### config.mk
export PLATFORM = sky130hd
export DESIGN_NAME = adsr_envelope_shaper_core_flat
export DESIGN_NICKNAME = d
export VERILOG_FILES = /design/src/hw/rtl/adsr_pkg.sv /design/src/hw/rtl/adsr_in_if.sv /design/src/hw/rtl/adsr_out_if.sv /design/src/hw/rtl/adsr_envelope_shaper_core.sv /design/src/hw/rtl/adsr_cfg_regs.sv /design/src/hw/rtl/adsr_env_seq.sv /design/src/hw/rtl/adsr_shape_mult.sv /design/src/flat_wrapper.sv
export SDC_FILE = /design/constraint.sdc
export NUM_CORES = 1
export LEC_CHECK = 0
export BUFFER_PORTS_ARGS = -buffer_cell sky130_fd_sc_hd__buf_2
export CAP_MARGIN = 20
export CORE_MARGIN = 8
export CORE_UTILIZATION = 45
export CTS_CLUSTER_DIAMETER = 60
export DETAILED_ROUTE_END_ITERATION = 16
export SYNTH_ARGS = -nofsm -noshare
export SYNTH_HDL_FRONTEND = slang
export SYNTH_HIERARCHICAL = 1
export SYNTH_SLANG_ARGS = --single-unit
### constraint.sdc
create_clock -name clk -period 9.3 [get_ports clk]
set_input_delay 0.93 -clock clk [delete_from_list [all_inputs] [get_ports clk]]
set_output_delay 0.93 -clock clk [all_outputs]
set_load 0.01 [all_outputs]
### src/hw/rtl/adsr_pkg.sv
// Shared types and constants for the ADSR envelope shaper.
// Holds the configuration record, register indexes, phase codes and level format.
// No dependencies; the modules and the testbench import this package.
package adsr_pkg;

	// Level format: unsigned, 2 integer bits and 24 fraction bits.
	localparam int LEVEL_W = 26;
	localparam int FRAC_W = 24;
	localparam logic [LEVEL_W-1:0] LEVEL_ONE = LEVEL_W'(1) << FRAC_W;
	localparam logic [LEVEL_W-1:0] LEVEL_MAX = '1;

	// Configuration port geometry.
	localparam int CFG_INDEX_W = 3;
	localparam int CFG_DATA_W = 25;
	localparam int LEN_W = 16;
	localparam int PEAK_W = 25;
	localparam int SLOPE_W = 24;
	localparam int DSLOPE_W = 25;

	// Register indexes.
	localparam logic [CFG_INDEX_W-1:0] REG_ATTACK_SAMPLES = 3'd0;
	localparam logic [CFG_INDEX_W-1:0] REG_DECAY_SAMPLES = 3'd1;
	localparam logic [CFG_INDEX_W-1:0] REG_SUSTAIN_SAMPLES = 3'd2;
	localparam logic [CFG_INDEX_W-1:0] REG_RELEASE_SAMPLES = 3'd3;
	localparam logic [CFG_INDEX_W-1:0] REG_PEAK_LEVEL = 3'd4;
	localparam logic [CFG_INDEX_W-1:0] REG_ATTACK_SLOPE = 3'd5;
	localparam logic [CFG_INDEX_W-1:0] REG_DECAY_SLOPE = 3'd6;
	localparam logic [CFG_INDEX_W-1:0] REG_RELEASE_SLOPE = 3'd7;

	// Register reset values.
	localparam logic [LEN_W-1:0] RST_ATTACK_SAMPLES = 16'd960;
	localparam logic [LEN_W-1:0] RST_DECAY_SAMPLES = 16'd480;
	localparam logic [LEN_W-1:0] RST_SUSTAIN_SAMPLES = 16'd48000;
	localparam logic [LEN_W-1:0] RST_RELEASE_SAMPLES = 16'd4800;
	localparam logic [PEAK_W-1:0] RST_PEAK_LEVEL = 25'd18454938;
	localparam logic [SLOPE_W-1:0] RST_ATTACK_SLOPE = 24'd19223;
	localparam logic [DSLOPE_W-1:0] RST_DECAY_SLOPE = 25'h1FFF259; // -3495
	localparam logic [SLOPE_W-1:0] RST_RELEASE_SLOPE = 24'd3495;

	// Envelope phase codes.
	localparam logic [1:0] PH_ATTACK = 2'd0;
	localparam logic [1:0] PH_DECAY = 2'd1;
	localparam logic [1:0] PH_SUSTAIN = 2'd2;
	localparam logic [1:0] PH_RELEASE = 2'd3;

	// Configuration record; decay_slope holds a two's complement value.
	typedef struct packed {
		logic [LEN_W-1:0] attack_samples;
		logic [LEN_W-1:0] decay_samples;
		logic [LEN_W-1:0] sustain_samples;
		logic [LEN_W-1:0] release_samples;
		logic [PEAK_W-1:0] peak_level;
		logic [SLOPE_W-1:0] attack_slope;
		logic [DSLOPE_W-1:0] decay_slope;
		logic [SLOPE_W-1:0] release_slope;
	} adsr_cfg_t;

	// Tag that travels with each sample through the pipeline.
	typedef struct packed {
		logic [1:0] phase;
		logic last;
	} adsr_tag_t;

endpackage

### src/hw/rtl/adsr_in_if.sv
// Input channel of the ADSR envelope shaper: valid/ready plus sample payload.
// Standalone interface; widths follow SAMPLE_WIDTH.
interface adsr_in_if #(
	parameter int SAMPLE_WIDTH = 16
);
	logic valid;
	logic ready;
	logic signed [SAMPLE_WIDTH-1:0] in_sample;
	logic note_start;

	modport source (output valid, output in_sample, output note_start, input ready);
	modport sink (input valid, input in_sample, input note_start, output ready);
endinterface

### src/hw/rtl/adsr_out_if.sv
// Output channel of the ADSR envelope shaper: valid/ready plus shaped payload.
// Standalone interface; widths follow SAMPLE_WIDTH.
interface adsr_out_if #(
	parameter int SAMPLE_WIDTH = 16
);
	logic valid;
	logic ready;
	logic signed [SAMPLE_WIDTH-1:0] out_sample;
	logic [1:0] env_phase;
	logic last_sample;

	modport source (output valid, output out_sample, output env_phase, output last_sample,
		input ready);
	modport sink (input valid, input out_sample, input env_phase, input last_sample,
		output ready);
endinterface

### src/hw/rtl/adsr_envelope_shaper_core.sv
// Top level of the ADSR envelope shaper.
// Depends on adsr_pkg, adsr_in_if, adsr_out_if, adsr_cfg_regs, adsr_env_seq, adsr_shape_mult.
//
// Usage:
//   Samples arrive on the audio channel (in_sample, note_start) and shaped samples
//   leave on the shaped channel (out_sample, env_phase, last_sample), both valid/ready.
//   An item is taken at a clock edge with valid and ready high. Configuration is a
//   plain write port (cfg_we, cfg_index, cfg_data); the user must write it only while the
//   block idles, which the block does not enforce. Throughput is one item per cycle while
//   the receiver takes results: the envelope update is one add and compare in stage 1,
//   and the product is one multiply with rounding and saturation into the output register.
//   An item that arrives while no envelope runs and without note start is consumed
//   and gives no result. The item carrying last_sample ends the envelope.
//   Reset (arst_n low) loads the register defaults and leaves the envelope idle; no
//   clearing pass is needed, so items are accepted as soon as reset ends.
//   When the receiver stalls, the output register holds its item; stage 1 can still
//   take one more item, and only when both stages are full does audio.ready drop.
module adsr_envelope_shaper_core
	import adsr_pkg::*;
#(
	parameter int COUNT_WIDTH = 16,
	parameter int SAMPLE_WIDTH = 16
) (
	input logic clk,
	input logic arst_n,
	input logic cfg_we,
	input logic [CFG_INDEX_W-1:0] cfg_index,
	input logic [CFG_DATA_W-1:0] cfg_data,
	adsr_in_if.sink audio,
	adsr_out_if.source shaped
);

	adsr_cfg_t cfg;
	logic accept;
	logic s1_ready;
	logic s2_ready;
	logic valid_s1;
	logic signed [SAMPLE_WIDTH-1:0] sample_s1;
	logic [LEVEL_W-1:0] level_s1;
	adsr_tag_t tag_s1;
	logic valid_s2;
	logic signed [SAMPLE_WIDTH-1:0] sample_s2;
	adsr_tag_t tag_s2;

	// Each stage accepts when it is empty or its contents move on.
	assign s2_ready = !valid_s2 || shaped.ready;
	assign s1_ready = !valid_s1 || s2_ready;
	assign audio.ready = s1_ready;
	assign accept = audio.valid && s1_ready;

	adsr_cfg_regs u_cfg (
		.clk(clk),
		.arst_n(arst_n),
		.cfg_we(cfg_we),
		.cfg_index(cfg_index),
		.cfg_data(cfg_data),
		.cfg(cfg)
	);

	adsr_env_seq #(
		.COUNT_WIDTH(COUNT_WIDTH),
		.SAMPLE_WIDTH(SAMPLE_WIDTH)
	) u_seq (
		.clk(clk),
		.arst_n(arst_n),
		.cfg(cfg),
		.accept(accept),
		.in_sample(audio.in_sample),
		.note_start(audio.note_start),
		.s1_ready(s1_ready),
		.valid_s1(valid_s1),
		.sample_s1(sample_s1),
		.level_s1(level_s1),
		.tag_s1(tag_s1)
	);

	adsr_shape_mult #(
		.SAMPLE_WIDTH(SAMPLE_WIDTH)
	) u_mult (
		.clk(clk),
		.arst_n(arst_n),
		.load(valid_s1),
		.s2_ready(s2_ready),
		.sample_s1(sample_s1),
		.level_s1(level_s1),
		.tag_s1(tag_s1),
		.valid_s2(valid_s2),
		.sample_s2(sample_s2),
		.tag_s2(tag_s2)
	);

	// Output channel driven straight from the output register.
	assign shaped.valid = valid_s2;
	assign shaped.out_sample = sample_s2;
	assign shaped.env_phase = tag_s2.phase;
	assign shaped.last_sample = tag_s2.last;

endmodule

### src/hw/rtl/adsr_cfg_regs.sv
// Configuration register file of the ADSR envelope shaper.
// Depends on adsr_pkg for the record type, register indexes and reset values.
module adsr_cfg_regs
	import adsr_pkg::*;
(
	input logic clk,
	input logic arst_n,
	input logic cfg_we,
	input logic [CFG_INDEX_W-1:0] cfg_index,
	input logic [CFG_DATA_W-1:0] cfg_data,
	output adsr_cfg_t cfg
);

	adsr_cfg_t cfg_q;

	// Each write lands in one register, truncated to that register's width.
	always_ff @(posedge clk or negedge arst_n) begin
		if (!arst_n) begin
			cfg_q.attack_samples <= RST_ATTACK_SAMPLES;
			cfg_q.decay_samples <= RST_DECAY_SAMPLES;
			cfg_q.sustain_samples <= RST_SUSTAIN_SAMPLES;
			cfg_q.release_samples <= RST_RELEASE_SAMPLES;
			cfg_q.peak_level <= RST_PEAK_LEVEL;
			cfg_q.attack_slope <= RST_ATTACK_SLOPE;
			cfg_q.decay_slope <= RST_DECAY_SLOPE;
			cfg_q.release_slope <= RST_RELEASE_SLOPE;
		end else if (cfg_we) begin
			case (cfg_index)
				REG_ATTACK_SAMPLES: cfg_q.attack_samples <= cfg_data[LEN_W-1:0];
				REG_DECAY_SAMPLES: cfg_q.decay_samples <= cfg_data[LEN_W-1:0];
				REG_SUSTAIN_SAMPLES: cfg_q.sustain_samples <= cfg_data[LEN_W-1:0];
				REG_RELEASE_SAMPLES: cfg_q.release_samples <= cfg_data[LEN_W-1:0];
				REG_PEAK_LEVEL: cfg_q.peak_level <= cfg_data[PEAK_W-1:0];
				REG_ATTACK_SLOPE: cfg_q.attack_slope <= cfg_data[SLOPE_W-1:0];
				REG_DECAY_SLOPE: cfg_q.decay_slope <= cfg_data[DSLOPE_W-1:0];
				REG_RELEASE_SLOPE: cfg_q.release_slope <= cfg_data[SLOPE_W-1:0];
				default: ;
			endcase
		end
	end

	assign cfg = cfg_q;

endmodule

### src/hw/rtl/adsr_env_seq.sv
// Envelope sequencer: phase, sample count and level state, plus the stage 1 register.
// Depends on adsr_pkg; fed by adsr_cfg_regs, feeds adsr_shape_mult.
module adsr_env_seq
	import adsr_pkg::*;
#(
	parameter int COUNT_WIDTH = 16,
	parameter int SAMPLE_WIDTH = 16
) (
	input logic clk,
	input logic arst_n,
	input adsr_cfg_t cfg,
	input logic accept,
	input logic signed [SAMPLE_WIDTH-1:0] in_sample,
	input logic note_start,
	input logic s1_ready,
	output logic valid_s1,
	output logic signed [SAMPLE_WIDTH-1:0] sample_s1,
	output logic [LEVEL_W-1:0] level_s1,
	output adsr_tag_t tag_s1
);

	logic [1:0] phase_q;
	logic [COUNT_WIDTH-1:0] count_q;
	logic [LEVEL_W-1:0] level_q;
	logic active_q;

	logic eff_active;
	logic [1:0] eff_phase;
	logic [COUNT_WIDTH-1:0] eff_count;
	logic [LEVEL_W-1:0] eff_level;
	logic [LEN_W-1:0] raw_len;
	logic [COUNT_WIDTH-1:0] cut_len;
	logic [COUNT_WIDTH-1:0] len;
	logic [COUNT_WIDTH:0] count_inc;
	logic phase_end;
	logic [LEVEL_W:0] att_sum;
	logic signed [LEVEL_W+1:0] dec_sum;
	logic [LEVEL_W:0] rel_diff;
	logic [1:0] phase_d;
	logic [COUNT_WIDTH-1:0] count_d;
	logic [LEVEL_W-1:0] level_d;
	logic active_d;

	// A note start restarts the envelope at attack before this sample is used.
	always_comb begin
		eff_active = note_start | active_q;
		eff_phase = note_start ? PH_ATTACK : phase_q;
		eff_count = note_start ? '0 : count_q;
		eff_level = note_start ? '0 : level_q;
	end

	// Length of the current phase, cut to the counter width; zero acts as one.
	always_comb begin
		case (eff_phase)
			PH_ATTACK: raw_len = cfg.attack_samples;
			PH_DECAY: raw_len = cfg.decay_samples;
			PH_SUSTAIN: raw_len = cfg.sustain_samples;
			default: raw_len = cfg.release_samples;
		endcase
		cut_len = COUNT_WIDTH'(raw_len);
		len = (cut_len == '0) ? COUNT_WIDTH'(1) : cut_len;
		count_inc = {1'b0, eff_count} + (COUNT_WIDTH+1)'(1);
		phase_end = (count_inc >= {1'b0, len});
	end

	// Saturating level updates for the ramping phases.
	always_comb begin
		att_sum = {1'b0, eff_level} + (LEVEL_W+1)'(cfg.attack_slope);
		dec_sum = $signed({2'b00, eff_level}) + (LEVEL_W+2)'($signed(cfg.decay_slope));
		rel_diff = {1'b0, eff_level} - (LEVEL_W+1)'(cfg.release_slope);
	end

	// Next envelope state after this sample.
	always_comb begin
		phase_d = eff_phase;
		count_d = eff_count;
		level_d = eff_level;
		active_d = eff_active;
		if (phase_end) begin
			count_d = '0;
			case (eff_phase)
				PH_ATTACK: begin
					phase_d = PH_DECAY;
					level_d = LEVEL_W'(cfg.peak_level);
				end
				PH_DECAY: begin
					phase_d = PH_SUSTAIN;
					level_d = LEVEL_ONE;
				end
				PH_SUSTAIN: begin
					phase_d = PH_RELEASE;
					level_d = LEVEL_ONE;
				end
				default: begin
					phase_d = PH_ATTACK;
					level_d = '0;
					active_d = 1'b0;
				end
			endcase
		end else begin
			count_d = count_inc[COUNT_WIDTH-1:0];
			case (eff_phase)
				PH_ATTACK: level_d = att_sum[LEVEL_W] ? LEVEL_MAX : att_sum[LEVEL_W-1:0];
				PH_DECAY: begin
					if (dec_sum[LEVEL_W+1]) begin
						level_d = '0;
					end else if (dec_sum[LEVEL_W]) begin
						level_d = LEVEL_MAX;
					end else begin
						level_d = dec_sum[LEVEL_W-1:0];
					end
				end
				PH_SUSTAIN: level_d = eff_level;
				default: level_d = rel_diff[LEVEL_W] ? '0 : rel_diff[LEVEL_W-1:0];
			endcase
		end
	end

	// Envelope state moves only on an accepted item that is active.
	always_ff @(posedge clk or negedge arst_n) begin
		if (!arst_n) begin
			phase_q <= PH_ATTACK;
			count_q <= '0;
			level_q <= '0;
			active_q <= 1'b0;
		end else if (accept && eff_active) begin
			phase_q <= phase_d;
			count_q <= count_d;
			level_q <= level_d;
			active_q <= active_d;
		end
	end

	// Stage 1 valid: an idle input without note start gives no result.
	always_ff @(posedge clk or negedge arst_n) begin
		if (!arst_n) begin
			valid_s1 <= 1'b0;
		end else if (s1_ready) begin
			valid_s1 <= accept & eff_active;
		end
	end

	// Stage 1 payload: sample, the level in force before the update, and its tag.
	always_ff @(posedge clk) begin
		if (accept) begin
			sample_s1 <= in_sample;
			level_s1 <= eff_level;
			tag_s1.phase <= eff_phase;
			tag_s1.last <= (eff_phase == PH_RELEASE) && phase_end;
		end
	end

endmodule

### src/hw/rtl/adsr_shape_mult.sv
// Shaping stage: sample times level, rounded half up, saturated, into the output register.
// Depends on adsr_pkg; fed by adsr_env_seq.
module adsr_shape_mult
	import adsr_pkg::*;
#(
	parameter int SAMPLE_WIDTH = 16
) (
	input logic clk,
	input logic arst_n,
	input logic load,
	input logic s2_ready,
	input logic signed [SAMPLE_WIDTH-1:0] sample_s1,
	input logic [LEVEL_W-1:0] level_s1,
	input adsr_tag_t tag_s1,
	output logic valid_s2,
	output logic signed [SAMPLE_WIDTH-1:0] sample_s2,
	output adsr_tag_t tag_s2
);

	localparam int PROD_W = SAMPLE_WIDTH + LEVEL_W + 1;
	localparam int RES_W = PROD_W - FRAC_W;
	localparam logic signed [PROD_W-1:0] ROUND_HALF = PROD_W'(1) << (FRAC_W - 1);
	localparam logic signed [RES_W-1:0] SAT_MAX = RES_W'((1 << (SAMPLE_WIDTH - 1)) - 1);
	localparam logic signed [RES_W-1:0] SAT_MIN = -SAT_MAX - RES_W'(1);

	logic signed [PROD_W-1:0] prod;
	logic signed [PROD_W-1:0] rounded;
	logic signed [RES_W-1:0] scaled;
	logic signed [SAMPLE_WIDTH-1:0] shaped;

	// Signed multiply, add one half, floor by the fraction width, then clamp.
	always_comb begin
		prod = sample_s1 * $signed({1'b0, level_s1});
		rounded = prod + ROUND_HALF;
		scaled = rounded[PROD_W-1:FRAC_W];
		if (scaled > SAT_MAX) begin
			shaped = SAT_MAX[SAMPLE_WIDTH-1:0];
		end else if (scaled < SAT_MIN) begin
			shaped = SAT_MIN[SAMPLE_WIDTH-1:0];
		end else begin
			shaped = scaled[SAMPLE_WIDTH-1:0];
		end
	end

	// Output register valid.
	always_ff @(posedge clk or negedge arst_n) begin
		if (!arst_n) begin
			valid_s2 <= 1'b0;
		end else if (s2_ready) begin
			valid_s2 <= load;
		end
	end

	// Output register payload.
	always_ff @(posedge clk) begin
		if (load && s2_ready) begin
			sample_s2 <= shaped;
			tag_s2 <= tag_s1;
		end
	end

endmodule

### src/flat_wrapper.sv
// flat-port wrapper written by rule: the top's interface ports become plain ports
module adsr_envelope_shaper_core_flat import adsr_pkg::*;
#(
	parameter int COUNT_WIDTH = 16,
	parameter int SAMPLE_WIDTH = 16
)
  (clk, arst_n, cfg_we, cfg_index, cfg_data, audio_valid, audio_in_sample, audio_note_start, audio_ready, shaped_valid, shaped_out_sample, shaped_env_phase, shaped_last_sample, shaped_ready);
  adsr_in_if #(.SAMPLE_WIDTH(SAMPLE_WIDTH)) audio_i ();
  adsr_out_if #(.SAMPLE_WIDTH(SAMPLE_WIDTH)) shaped_i ();
  input logic clk;
  input logic arst_n;
  input logic cfg_we;
  input logic [CFG_INDEX_W-1:0] cfg_index;
  input logic [CFG_DATA_W-1:0] cfg_data;
  input wire logic [$bits(audio_i.valid)-1:0] audio_valid;
  input wire logic [$bits(audio_i.in_sample)-1:0] audio_in_sample;
  input wire logic [$bits(audio_i.note_start)-1:0] audio_note_start;
  output wire logic [$bits(audio_i.ready)-1:0] audio_ready;
  output wire logic [$bits(shaped_i.valid)-1:0] shaped_valid;
  output wire logic [$bits(shaped_i.out_sample)-1:0] shaped_out_sample;
  output wire logic [$bits(shaped_i.env_phase)-1:0] shaped_env_phase;
  output wire logic [$bits(shaped_i.last_sample)-1:0] shaped_last_sample;
  input wire logic [$bits(shaped_i.ready)-1:0] shaped_ready;
  assign audio_i.valid = audio_valid;
  assign audio_i.in_sample = audio_in_sample;
  assign audio_i.note_start = audio_note_start;
  assign audio_ready = audio_i.ready;
  assign shaped_valid = shaped_i.valid;
  assign shaped_out_sample = shaped_i.out_sample;
  assign shaped_env_phase = shaped_i.env_phase;
  assign shaped_last_sample = shaped_i.last_sample;
  assign shaped_i.ready = shaped_ready;
  adsr_envelope_shaper_core #(.COUNT_WIDTH(COUNT_WIDTH), .SAMPLE_WIDTH(SAMPLE_WIDTH)) u_core (.clk(clk), .arst_n(arst_n), .cfg_we(cfg_we), .cfg_index(cfg_index), .cfg_data(cfg_data), .audio(audio_i), .shaped(shaped_i));
endmodule
==> metrics.txt, run 1 <==
Syn Area/Cell 9.649 sq um; largest net degree at the start of global routing 84; Cell Area, Synth roughly 30000 sq um; Root Buffer clkbuf_16; H-tree levels 2; largest incremental delay on the critical path roughly 0.84 ns; Clock Latency Late Sink between 0.5 and 0.6 ns; Synth area leaders fa_1, dfrtp_1, ha_1, edfxtp_1, mux2_2; final hold violation count 0; Yosys reg bits ~270; FILL cells about 6000; CP Launch Type flop; Worst Max-Slew Pin Slew ~1.2 ns; GPL Wtd Cong 0.9386; CP Capture Type flop; syn nets 3741; Setup-failing EPs final 0; GRT Total Usage between 20% and 30%; Distinct cells, synth 98; die width between 200 and 300 um; DR DRC count 0; I/O pin count just over 70; CTS Hold Bufs 0; CTS max path bufs 3; crit path cell chain clkinv_1 -> nor2_1 -> fa_1 -> fa_1 -> fa_1 -> fa_1 -> fa_1 -> inv_1 -> fa_1 -> inv_1 -> ha_1 -> a21oi_1 -> o21ai_0 -> a31oi_1 -> a21oi_1 -> nor3_1 -> nand4b_1 -> a31o_2 -> o22ai_1 -> a211oi_4 -> a21o_1; Post-CTS Setup Inserts 0; vias after detailed routing roughly 23000; ys flop type dfrtp_1; Post-synth EDFFs 64; crit share post-route between 80 and 90%; Worst Setup Slack, final between 1 and 1.5 ns; clock skew about 0.026 ns; RR Endpoint u_core/u_mult/sample_s2[6]; hpwl dp between 60 and 70 mm; Die H approximately 270 um; hold slack roughly 0.37 ns; RR Startpoint u_core/u_seq/sample_s1[15]; critical path's top delay family adder cells; area leader, netlist fa_1; ant diodes 0; Die ar. roughly 75000 sq um; vias in the first global route approximately 25000; cell row count 95; Setup Slack @ Placement 1.356 ns; setup_tns 0 ns; Buffers & Inverters on Critical Path 3; I/O Buffers 70; clock slew at reported path FFs approximately 0.06 ns; cts bufs inserted 38; Routed WL roughly 90 mm; worst hold path class input pin to async pin; max_cap viols 0; initial antenna violation count 3; RSZ-0062 raised after global routing no; clk sinks roughly 270; first-pass GRT wire length roughly 140 mm; Relative slew margins 19.38%; reg2reg setup slack about 1.3 ns; Yosys warning count 6; Final Critical Period about 8.0 ns; FF-to-FF path depth 21; pins over their slew limit 0; initial core utilization a little under half; final antenna-violating net count 0; Area Overhead vs Synth 8.328%; status complete, no violations; GR Overflow Total 0; Worst Path Required around 9.7 ns; crit-path most repeated cell fa_1; share of the synthesized area in the top cell type between 20 and 25%; Worst EP arrival 8.42 ns; layout cell share with drive strength beyond 1 13.89%; critical path fanouts, max 18; most frequent cells after synthesis inv_1, fa_1, nand2_1; # nets final 3740; Async SR Flop Fraction 76.56%; crit path kind flop to flop; Synth Instances slightly above 3000; CORE AREA about 67000 sq um; most frequent cell after synthesis inv_1; post_cts resized 0; router iterations before antenna repair 5; fmax between 0.1 and 0.15 GHz; vias per cell just under 6; slowest cell on the critical path clkinv_1; drt initial violations about 1500; TritonCTS clock tree built; sequential share of the synthesized area 24.03%; drt wl/cell around 23 um
## placed cells by master (no fill, tap or decap), types with 38 or more instances in the layout
cell type  count
nand2_1      335
fa_1         336
inv_1        459
nor2b_1       38
ha_1         236
a21o_1        57
and2_1       180
a21oi_1      130
o21ai_0      118
clkbuf_16     39
dfrtp_1      144
xnor2_1       58
edfxtp_1      64
buf_2         69
nor2_1       107
mux2_2       157
dfstp_2       65
## per-layer routing
layer	track usage (%)	vias to the layer above	share of wire (%)
li1	-	10391	-
met1	30.54	11845	41
met2	42.62	836	50
met3	3.502	170	6.0
met4	7.957	0	3.0
met5	0	-	0
## area by class of cell
class / count / area [sq um] / share of cell area [%]
Timing Repair Buffer: 104 / 716.9 / 2.199
Clock buffer: 52 / 1075 / 3.297
Multi-Input combinational cell: 2240 / 20530 / 62.98
Sequential cell: 273 / 7233 / 22.19
Clock inverter: 17 / 222.7 / 0.6831
Inverter: 461 / 1730 / 5.308
Tap cell: 873 / 1092 / 3.350
## worst max-delay path by stage
stage,depth (start not counted),from,slack (ns),end
2_1_floorplan,25,u_core/u_seq/sample_s1[7],2.82,u_core/u_mult/sample_s2[6]
3_3_place_gp,21,u_core/u_seq/sample_s1[15],1.50,u_core/u_mult/sample_s2[10]
3_5_place_dp,21,u_core/u_seq/sample_s1[15],1.36,u_core/u_mult/sample_s2[5]
4_1_cts,21,u_core/u_seq/sample_s1[15],1.35,u_core/u_mult/sample_s2[6]
5_1_grt,21,u_core/u_seq/sample_s1[15],0.88,u_core/u_mult/sample_s2[6]
6_report,21,u_core/u_seq/sample_s1[15],1.31,u_core/u_mult/sample_s2[6]
## registers in the layout, indices dropped and copies added (netlist names)
signal / flops
u_core/u_mult/valid_s2: 1
u_core/u_cfg/cfg: 162
u_core/u_seq/tag_s1: 3
u_core/u_seq/sample_s1: 16
u_core/u_seq/level_q: 26
u_core/u_mult/tag_s2: 3
u_core/u_mult/sample_s2: 16
u_core/u_seq/active_q: 1
u_core/u_seq/level_s1: 26
u_core/u_seq/phase_q: 2
u_core/u_seq/valid_s1: 1
u_core/u_seq/count_q: 16
## worst register-to-register path, stage by stage, from the launching register on
cell      delay, ns
edfxtp_1       0.73
clkinv_1       0.85
nor2_1         0.34
fa_1           0.47
fa_1           0.53
fa_1           0.44
fa_1           0.48
fa_1           0.49
inv_1          0.05
fa_1           0.48
inv_1          0.05
ha_1           0.36
a21oi_1        0.27
o21ai_0        0.17
a31oi_1        0.25
a21oi_1        0.11
nor3_1         0.53
nand4b_1       0.21
a31o_2         0.17
o22ai_1        0.12
a211oi_4       0.61
a21o_1         0.16
## logic make-up (layout without fill, tap and decap cells)
logic type / count (synthesis) / in the layout / synth area share, %
AO/OA/AOI/OAI: 569 / 569 / 12.82
XOR/XNOR: 90 / 90 / 2.619
adder cells (fa/ha/maj): 572 / 572 / 32.16
buffers and inverters: 606 / 634 / 7.953
flip-flops: 273 / 273 / 24.03
multiplexers: 169 / 169 / 6.440
AND/OR/NAND/NOR: 840 / 840 / 13.97
## per-stage QoR
step	utilization, %	std cells	instance area, sq um
finish	48.89	4020	32600
global route	48.89	4020	32600
CTS	48.66	4013	32450
detailed placement	46.71	3944	31150
global placement	46.71	3944	31150
floorplan	-	3119	30100
Power of run 1 is not shown: default switching activity piles up to over one toggle a cycle in this logic, so the estimate is an artifact.
==> run 2, diff against run 1 <==
--- a/config.mk
+++ b/config.mk
@@ -11,6 +11,7 @@
 export CORE_UTILIZATION = 45
 export CTS_CLUSTER_DIAMETER = 60
 export DETAILED_ROUTE_END_ITERATION = 16
+export PLACE_DENSITY = 0.58
 export SYNTH_ARGS = -nofsm -noshare
 export SYNTH_HDL_FRONTEND = slang
 export SYNTH_HIERARCHICAL = 1
==> run 2 against run 1 <==
  * Setup slack better by 0.055 ns
  * First-iteration DRC count up 16%
  * Non-clock buffer count down 6
  * Worst hold slack worse by 0.0020 ns
  * Fmax up 0.69%
  * Final area down 0.25%
  * Count of clock-buffer cells in the layout down 2
  * Global-route usage down 0.093 points
  * Sequential cell count unchanged
  * Die area unchanged
  * Routed wire length up 0.78%
  * Critical endpoint is now u_core/u_mult/sample_s2[11]
==> metrics.txt, run 2 (synthesized netlist as in run 1, its figures left out) <==
GR Overflow Total 0; crit share post-route 85.30%; Worst Max-Slew Pin Slew around 1.2 ns; Area Overhead vs Synth 8.057%; CP Capture Type flop; setup_tns 0 ns; clk sinks ~270; crit path cell chain clkinv_1 -> nor2_1 -> fa_1 -> inv_1 -> fa_1 -> inv_1 -> fa_1 -> fa_1 -> fa_1 -> inv_1 -> fa_1 -> inv_1 -> ha_1 -> nand3_1 -> nor2_1 -> nand4_1 -> nor3_1 -> o211ai_1 -> nand2_1 -> a21oi_1 -> xnor2_1 -> nand2_1 -> a21o_1; vias per cell between 5 and 6; Worst Path Required ~9.6 ns; largest net degree at the start of global routing between 80 and 90; commonest non-fill, non-tap cell in the layout inv_1; crit path kind flop to flop; critical path fanouts, max 18; hpwl dp ~68 mm; max FFs per register 162; drt wl/cell 22.74 um; layout cell share with drive strength beyond 1 a little over an eighth; slowest cell on the critical path clkinv_1; status complete, no violations; cell row count 95; Final Critical Period slightly below 8 ns; worst hold path class input pin to async pin; most frequent cells in the layout inv_1, fa_1, nand2_1, ha_1, and2_1; vias in the first global route between 20000 and 25000; crit-path most repeated cell fa_1; Relative slew margins roughly a fifth; clock skew roughly 0.015 ns; max_cap viols 0; CTS max path bufs 3; cts bufs inserted 37; Routed WL 91.24 mm; critical path's top delay family adder cells; first-pass GRT wire length about 140 mm; fmax about 0.13 GHz; GRT Total Usage 24.17%; router iterations before antenna repair 8; Post-CTS Setup Inserts 0; TritonCTS clock tree built; Clock Latency Late Sink ~0.56 ns; final hold violation count 0; vias after detailed routing approximately 23000; ant diodes 0; largest incremental delay on the critical path between 0.7 and 0.8 ns; CTS Hold Bufs 0; die width about 270 um; H-tree levels 2; Setup-failing EPs final 0; Die ar. between 70000 and 80000 sq um; RSZ-0062 raised after global routing no; I/O pin count between 70 and 80; I/O Buffers 70; Root Buffer clkbuf_16; post_cts resized 0; Worst EP arrival 8.24 ns; pins over their slew limit 0; Buffers & Inverters on Critical Path 5; clock slew at reported path FFs 0.05 ns; Die H 274.6 um; initial antenna violation count 1; drt initial violations 1740; GPL Wtd Cong around 0.95; CORE AREA ~67000 sq um; DR DRC count 0; initial core utilization 45.13%; CP Launch Type flop; final antenna-violating net count 0; # nets final about 3700
## run 2: changes by cell type in the layout (fill, tap and decap cells not counted), sizes merged
cell / previous run / this run
inv: 464 / 466
clkinv: 9 / 8
clkbuf: 53 / 51
buf: 103 / 97
## run 2: worst reg2reg max path, cell delays in order, from the launching register on
cell	delay (ns)
edfxtp_1	0.69
clkinv_1	0.75
nor2_1	0.37
fa_1	0.47
inv_1	0.08
fa_1	0.42
inv_1	0.08
fa_1	0.47
fa_1	0.49
fa_1	0.49
inv_1	0.06
fa_1	0.48
inv_1	0.04
ha_1	0.39
nand3_1	0.14
nor2_1	0.27
nand4_1	0.18
nor3_1	0.33
o211ai_1	0.29
nand2_1	0.21
a21oi_1	0.10
xnor2_1	0.24
nand2_1	0.36
a21o_1	0.28
## run 2: layer usage
layer | track usage [%] | vias to the layer above | share of wire (%)
met5 | 0 | - | 0.014
li1 | - | 10385 | -
met3 | 3.658 | 195 | 5.6
met4 | 9.947 | 2 | 3.9
met2 | 41.64 | 805 | 49
met1 | 30.19 | 11718 | 42
## run 2: worst paths after layout
path                                             from                          end  slack [ns]  depth (start not counted)
max                        u_core/u_seq/sample_s1[15]  u_core/u_mult/sample_s2[11]        1.37                         23
min                                            arst_n         u_core/u_cfg/cfg[22]        0.37                          1
max reg2reg                u_core/u_seq/sample_s1[15]  u_core/u_mult/sample_s2[11]        1.37                         23
min reg2reg                    u_core/u_seq/tag_s1[0]      u_core/u_mult/tag_s2[0]        0.46                          0
max in group asynchronous                      arst_n     u_core/u_seq/count_q[12]        6.79                          3
min in group clk               u_core/u_seq/tag_s1[0]      u_core/u_mult/tag_s2[0]        0.46                          0
## run 2: cell type report
type / count / area (sq um)
clock buffers: 50 / 1067
clock inverters: 18 / 211.5
fillers: 6144 / 34160
inverters: 461 / 1730
multi-input cells: 2240 / 20530
flip-flops and latches: 273 / 7233
well taps: 873 / 1092
repair buffers: 98 / 656.9
## run 2: metrics by stage
stage                     setup slack (ns)  utilization [%]  hold WS (ns)  instance area [sq um]  instances
after floorplan                      2.819                -        0.4003                  30100       3119
after global placement               1.588            46.66        0.4626                  31120       3940
after detailed placement             1.452            46.79        0.4479                  31200       3943
after CTS                            1.423            48.70        0.4037                  32480       4011
after global routing                0.9652            48.77        0.4268                  32520       4013
final                                1.367            48.77        0.3723                  32520       4013
Power of run 2 is left out for the same reason.
